## config.mk

```make
export PLATFORM = sky130hd
export DESIGN_NAME = fjk_ctrl
export DESIGN_NICKNAME = d
export VERILOG_FILES = /design/src/rtl/fjk_pkg.sv /design/src/rtl/fjk_ctrl.sv
export SDC_FILE = /design/constraint.sdc
export NUM_CORES = 1
export LEC_CHECK = 0
export BUFFER_PORTS_ARGS = -buffer_cell sky130_fd_sc_hd__buf_4
export CORE_AREA = 2 2 59 61
export DETAILED_ROUTE_END_ITERATION = 7
export DIE_AREA = 0 0 61 63
export GPL_TIMING_DRIVEN = 0
export PLACE_DENSITY = 0.6
export SYNTH_ARGS = -nofsm -noshare
export SYNTH_HDL_FRONTEND = slang
export SYNTH_SLANG_ARGS = --single-unit
```

## constraint.sdc

```tcl
create_clock -name clk_i -period 4.4 [get_ports clk_i]
set_input_delay 0.44 -clock clk_i [delete_from_list [all_inputs] [get_ports clk_i]]
set_output_delay 0.44 -clock clk_i [all_outputs]
set_load 0.02 [all_outputs]
```

## src/rtl/fjk_pkg.sv

```systemverilog
// shared types and constants for the coulomb/exchange accumulator
package fjk_pkg;

  typedef enum logic [2:0] {
    OP_LABEL   = 3'd0,
    OP_DENSITY = 3'd1,
    OP_INTEGRAL = 3'd2,
    OP_RANGED  = 3'd3,
    OP_READ    = 3'd4
  } fjk_op_e;

  localparam logic [1:0] CFG_COULOMB = 2'd0;
  localparam logic [1:0] CFG_EXCHANGE = 2'd1;
  localparam logic [1:0] CFG_RANGED = 2'd2;

  // index selectors: 0 p, 1 q, 2 r, 3 s
  // exchange terms 0..7, coulomb terms 8..11
  function automatic logic [1:0] term_trow(input logic [3:0] t);
    logic [1:0] v;
    case (t)
      4'd0, 4'd1: v = 2'd1;
      4'd2, 4'd3: v = 2'd0;
      4'd4, 4'd6: v = 2'd3;
      4'd5, 4'd7: v = 2'd2;
      4'd8, 4'd9: v = 2'd2;
      default: v = 2'd0;
    endcase
    return v;
  endfunction

  function automatic logic [1:0] term_tcol(input logic [3:0] t);
    logic [1:0] v;
    case (t)
      4'd0, 4'd2: v = 2'd2;
      4'd1, 4'd3: v = 2'd3;
      4'd4, 4'd5: v = 2'd0;
      4'd6, 4'd7: v = 2'd1;
      4'd8, 4'd9: v = 2'd3;
      default: v = 2'd1;
    endcase
    return v;
  endfunction

  function automatic logic [1:0] term_drow(input logic [3:0] t);
    logic [1:0] v;
    case (t)
      4'd0, 4'd1: v = 2'd0;
      4'd2, 4'd3: v = 2'd1;
      4'd4, 4'd6: v = 2'd2;
      4'd5, 4'd7: v = 2'd3;
      4'd8: v = 2'd0;
      4'd9: v = 2'd1;
      4'd10: v = 2'd2;
      default: v = 2'd3;
    endcase
    return v;
  endfunction

  function automatic logic [1:0] term_dcol(input logic [3:0] t);
    logic [1:0] v;
    case (t)
      4'd0, 4'd2: v = 2'd3;
      4'd1, 4'd3: v = 2'd2;
      4'd4, 4'd5: v = 2'd1;
      4'd6, 4'd7: v = 2'd0;
      4'd8: v = 2'd1;
      4'd9: v = 2'd0;
      4'd10: v = 2'd3;
      default: v = 2'd2;
    endcase
    return v;
  endfunction

  // exchange gate pairing of term t (0 qr/ps, 1 qs/pr)
  function automatic logic term_gate(input logic [3:0] t);
    logic v;
    case (t)
      4'd1, 4'd2, 4'd5, 4'd6: v = 1'b1;
      default: v = 1'b0;
    endcase
    return v;
  endfunction

  // controller -> datapath
  typedef struct packed {
    logic       capture;   // latch input word
    logic       apply;     // write label or density, or read
    logic       term_go;   // issue memory reads for term
    logic [3:0] term;
    logic       acc_wr;    // write back accumulated term
    logic       finish;    // drive result
  } fjk_cmd_t;

  // datapath -> controller
  typedef struct packed {
    logic        is_integral;
    logic [11:0] term_mask; // enabled terms of current integral
  } fjk_stat_t;

endpackage

```

## src/rtl/fjk_ctrl.sv

```systemverilog
// sequencer for the per-item term loop
module fjk_ctrl
  import fjk_pkg::*;
(
  input  logic      clk_i,
  input  logic      rst_ni,
  input  logic      start,
  output logic      busy,
  input  fjk_stat_t stat_i,
  output fjk_cmd_t  cmd_o
);

  typedef enum logic [2:0] {
    S_IDLE, S_DECODE, S_SCAN, S_MUL, S_ROUND, S_WRITE, S_DONE
  } state_e;

  state_e state_q, state_d;
  logic [3:0] term_q, term_d;

  // next enabled term at or after term_q
  logic       found;
  logic [3:0] next_term;
  always_comb begin
    found = 1'b0;
    next_term = '0;
    for (int i = 11; i >= 0; i--) begin
      if (stat_i.term_mask[i] && (4'(i) >= term_q)) begin
        found = 1'b1;
        next_term = 4'(i);
      end
    end
  end

  always_comb begin
    state_d = state_q;
    term_d = term_q;
    cmd_o = '0;
    cmd_o.term = term_q;
    case (state_q)
      S_IDLE: begin
        if (start) begin
          cmd_o.capture = 1'b1;
          state_d = S_DECODE;
        end
      end
      S_DECODE: begin
        cmd_o.apply = 1'b1;
        term_d = '0;
        state_d = stat_i.is_integral ? S_SCAN : S_DONE;
      end
      S_SCAN: begin
        if (found) begin
          cmd_o.term_go = 1'b1;
          cmd_o.term = next_term;
          term_d = next_term;
          state_d = S_MUL;
        end else begin
          state_d = S_DONE;
        end
      end
      S_MUL: state_d = S_ROUND;
      S_ROUND: state_d = S_WRITE;
      S_WRITE: begin
        cmd_o.acc_wr = 1'b1;
        if (term_q == 4'd11) state_d = S_DONE;
        else begin
          term_d = term_q + 4'd1;
          state_d = S_SCAN;
        end
      end
      S_DONE: begin
        cmd_o.finish = 1'b1;
        state_d = S_IDLE;
      end
      default: state_d = S_IDLE;
    endcase
  end

  always_ff @(posedge clk_i or negedge rst_ni) begin
    if (!rst_ni) begin
      state_q <= S_IDLE;
      term_q <= '0;
    end else begin
      state_q <= state_d;
      term_q <= term_d;
    end
  end

  assign busy = (state_q != S_IDLE);

endmodule

```

# Word level (Yosys, flattened, before mapping)
# Index checks and enable logic that the tools add are counted.
# classes
addsub	1
magnitude_cmp	12
eq_ne	10
mux	39
reduce_logical	16
# op_table
operator	count
two-way mux 4 bit	14
one-hot mux 3 bit (6 select lines)	1
two-way mux 1 bit	17
>= comparator 3 x 4 -> 1 bit (first input constant)	4
>= comparator 4 bit (first input constant)	4
logical AND 1 bit	12
two-way mux 3 bit	4
one-hot mux 4 bit (3 select lines)	1
two-way mux 5 bit	2
== test 3 bit (second input constant)	3
>= comparator 1 x 4 -> 1 bit (first input constant)	2
>= comparator 2 x 4 -> 1 bit (first input constant)	2
== test 3 x 2 -> 1 bit (second input constant)	2
!= test 2 bit (second input constant)	3
nonzero test 3 bit	2
adder 4 x 1 -> 4 bit (second input constant)	1
== test 4 bit (second input constant)	1
== test 3 x 1 -> 1 bit (second input constant)	1
logical NOT 3 bit	1
AND reduction 3 bit	1
# word_totals
ff_bits	7
input_bits	16
output_inout_bits	10
wordCells	80

# Longest topological paths before layout
# logic_depth
ltp_word	16
depth_mapped	8
mapped_depth_nobuf	8

# Least setup slack after synthesis
# Ideal clock, no wire load.
# synth_timing
kind	register to output
startpoint	reg term_q[0]
endpoint	out cmd_o[3] (netlist bit)
t_arrival_ns	2.128
required_time_ns	3.960
slack_ns	1.832
stages_incl_launch_ff	8
path_buffers	0
path_cell_list	dfrtp_1 > inv_1 > ha_1 > and4bb_1 > nor3_2 > nor4_2 > a21oi_2 > o21ai_0
# synth_rtl
item	line_no	text
from (decl)	fjk_ctrl.sv:18	logic [3:0] term_q, term_d;
from (signal assigned)	fjk_ctrl.sv:85	term_q <= term_d;
to (decl)	fjk_ctrl.sv:10	output fjk_cmd_t cmd_o

==> metrics.md <==
| Metric | Value |
|---|---|
| Initial Util | `0.281` |
| FF+latch area | `175 sq um` |
| Drt first-iter violations | `58` |
| Synth cell types | `49` |
| Maximum vdd drop | `0.000177 V` |
| Rows | `21` |
| All-layer global routing usage | `0.136` |
| Hold crit path type | `in -> reg` |
| RSZ-0062 raised after global routing | `no` |
| CTS tree | `done` |
| Slew @ Worst Pin | `0.519 ns` |
| Sequential cell area fraction in the yosys report | `0.193` |
| P&R area growth vs syn | `31.0%` |
| Pin count of the biggest net entering global routing | `11` |
| Post-synth EDFFs | `0` |
| Max incr delay on CP | `0.48 ns` |
| Setup-failing EPs final | `0` |
| FF-to-FF setup slack | `1.99 ns` |
| Met1 Wirelength | `around 1100 microns` |
| YS warnings | `0` |
| Synth Flop Type | `dfrtp_1` |
| Cell Pwr Density | `550 mW/mm^2` |
| Req. time, crit path | `3.96 ns` |
| Worst Path Arrival | `2.66 ns` |
| # resized after CTS | `0` |
| Initial DRT Pass Iterations | `4` |
| WP depth | `8` |
| Root Driver | `clkbuf_4` |
| CTS clk-pin slew, worst paths | `0.05 ns` |
| Avg Synthesized Cell Area | `8.18 sq um` |
| Routed wl met2 | `1150 microns` |
| TNS Setup | `0 ns` |
| # diodes | `0` |
| Setup ws final | `roughly 1.3 ns` |
| Commonest non-fill, non-tap cell in the layout | `buf_4` |
| Total wire length | `2390 microns` |
| Period minus WS final | `3.10 ns` |
| Max-cap viol count | `0` |
| Core box area | `0.00323 sq mm` |
| DR vias/cell | `4.94` |
| First-pass GRT wire length | `roughly 4000 microns` |
| Leakage power | `0.564 nW` |
| Crit-path max FO | `9` |
| Worst Hold Launch | `start` |
| Multi-input logic area | `661 sq um` |
| CTS buffer count | `3` |
| Total Die Area | `0.00384 sq mm` |
| Final core utilization | `0.368` |
| Gate Count Post-Synth | `111` |
| Worst-Skew Late Latency | `0.25 ns` |
| Reg2reg end | `term_q[0]$_DFFE_PN0P_` |
| Max Buffers Root-to-Sink | `2` |
| Setup bufs post-CTS | `0` |
| H-tree levels | `1` |
| FF-to-FF Start | `term_q[1]$_DFFE_PN0P_` |
| Sink Count | `7` |
| Final Hold Viols | `0` |
| Worst path bufs/invs | `2` |
| Routed len/inst | `approximately 13 microns` |
| Layout Nets | `about 160` |
| Drt drc | `0` |
| Synthesized cell area | `908 sq um` |
| Hold depth | `3` |
| Slew Viols, Final | `0` |
| DIE HEIGHT | `between 60 and 70 microns` |
| Setup CP Type | `reg -> out` |
| I/O Buffers | `25` |
| Family with the most delay on the worst path | `compound AO/OA/AOI/OAI gates` |
| Commonest cells after routing, fill and taps aside | `buf_4, nor2_1, inv_1, a21oi_1, dfrtp_1` |
| Max-slew headroom | `0.649` |
| Syn Nets | `131` |
| Via count | `923` |
| Crit path cell chain | `inv_1, ha_1, nand2_1, a31oi_1, nor4_2, a21oi_2, mux2_2, buf_4` |
| Cell count of the worst reg-to-reg path | `7` |
| Flops & latches, synth | `7` |
| Number of global-route vias before repair | `894` |
| Pwr Total | `between 600 and 700 uW` |
| Post-synth ARST share | `1.00` |
| CP max stage cell | `dfrtp_1` |
| Worst Setup End Kind | `output pin` |
| Max Used Layer | `met4` |
| Max frequency | `322 MHz` |
| Remaining antenna violation count after routing | `0` |
| Die X | `between 60 and 70 microns` |
| Placement Setup Slack | `1.54 ns` |
| Worst hold endpoint | `state_q[0]$_DFFE_PN0P_` |
| I/O pin count | `26` |
| Fillers | `353` |
| Crit path launch type | `register` |
| GP Congestion | `0.817` |
| Share of cells above drive strength 1 | `0.333` |
| Hpwl dp | `1950 microns` |
| Antenna violations before repair | `0` |
| Clock Skew | `0.000275 ns` |
| Metal3 WL | `83 microns` |
| Ratio of final minimum period to clock period | `0.705` |
| GRT overflow | `0` |
| Status | `finished clean` |
[layout make-up]
type                    instances  share of cell area
plain buffers                   4              0.0294
clock buffers                   4              0.0221
flip-flops and latches          7               0.147
inverters                      10              0.0315
multi-input cells              90               0.555
repair buffers                 26               0.166
well taps                      46              0.0484
[how the worst max path moves through the flow]
stage / startpoint / end / slack (ns)
2_1_floorplan: term_q[0]$_DFFE_PN0P_ / cmd_o[3] / 1.83
3_3_place_gp: term_q[1]$_DFFE_PN0P_ / cmd_o[2] / 1.55
3_5_place_dp: term_q[1]$_DFFE_PN0P_ / cmd_o[2] / 1.54
4_1_cts: term_q[1]$_DFFE_PN0P_ / cmd_o[2] / 1.27
5_1_grt: term_q[1]$_DFFE_PN0P_ / cmd_o[2] / 1.04
6_report: term_q[1]$_DFFE_PN0P_ / cmd_o[2] / 1.30
[per-layer routing]
metal / track usage / vias to the layer above
li1: - / 471
met2: 0.215 / 21
met5: 0 / -
met4: 0.0489 / 0
met3: 0.0124 / 4
met1: 0.187 / 427
[worst min-delay path, stage by stage]
cell      delay (ns)
buf_4           0.08
o21bai_1        0.05
a21oi_1         0.11
[cell families (layout without fill, tap and decap cells)]
kind of cell,Yosys count,in the layout,share of synthesized area
fa+ha+maj,4,4,0.0551
simple gates,47,47,0.333
compound gates,38,38,0.326
mux,1,1,0.0124
flops,7,7,0.193
buf+inv,14,44,0.0799
[registers in the layout (all words and copies together) (netlist names)]
signal / count
term_q: 4
state_q: 3
[synthesized netlist by cell type (2+ instances only)]
cell,number,area share
nor2_1,12,0.050
a21oi_1,9,0.050
inv_1,9,0.037
dfrtp_1,7,0.19
nand2_1,6,0.025
o21ai_0,6,0.033
nand2b_1,5,0.034
ha_1,4,0.055
and3b_1,3,0.029
nand3_1,3,0.017
nor3_2,3,0.033
or3_1,3,0.021
a22oi_1,2,0.017
buf_6,2,0.025
nand3b_1,2,0.017
o21ai_1,2,0.011
[through the flow]
| step | cells | hold WS (ns) | cell area (sq um) |
|---|---|---|---|
| 6_report | 187 | 0.484 | 1190 |
| 5_1_grt | 187 | 0.513 | 1190 |
| 4_1_cts | 187 | 0.490 | 1190 |
| 3_5_place_dp | 182 | 0.257 | 1150 |
| 3_3_place_gp | 182 | 0.256 | 1150 |
| 2_1_floorplan | 111 | 0.144 | 908 |
[repair_timing]
item,CTS,global route
endpoints found under the setup margin,0,0
endpoints found under the hold margin,7,0
hold buffers,1,0
[power by group]
group	internal (mW)	total [mW]	switching, mW	leakage [nW]
clock network	0.0345	0.0571	0.0226	0.0150
registers	0.0902	0.125	0.0349	0.0903
logic	0.202	0.472	0.270	0.459
total	0.327	0.655	0.327	0.564
Note: power is estimated with default switching activity, not from simulation.
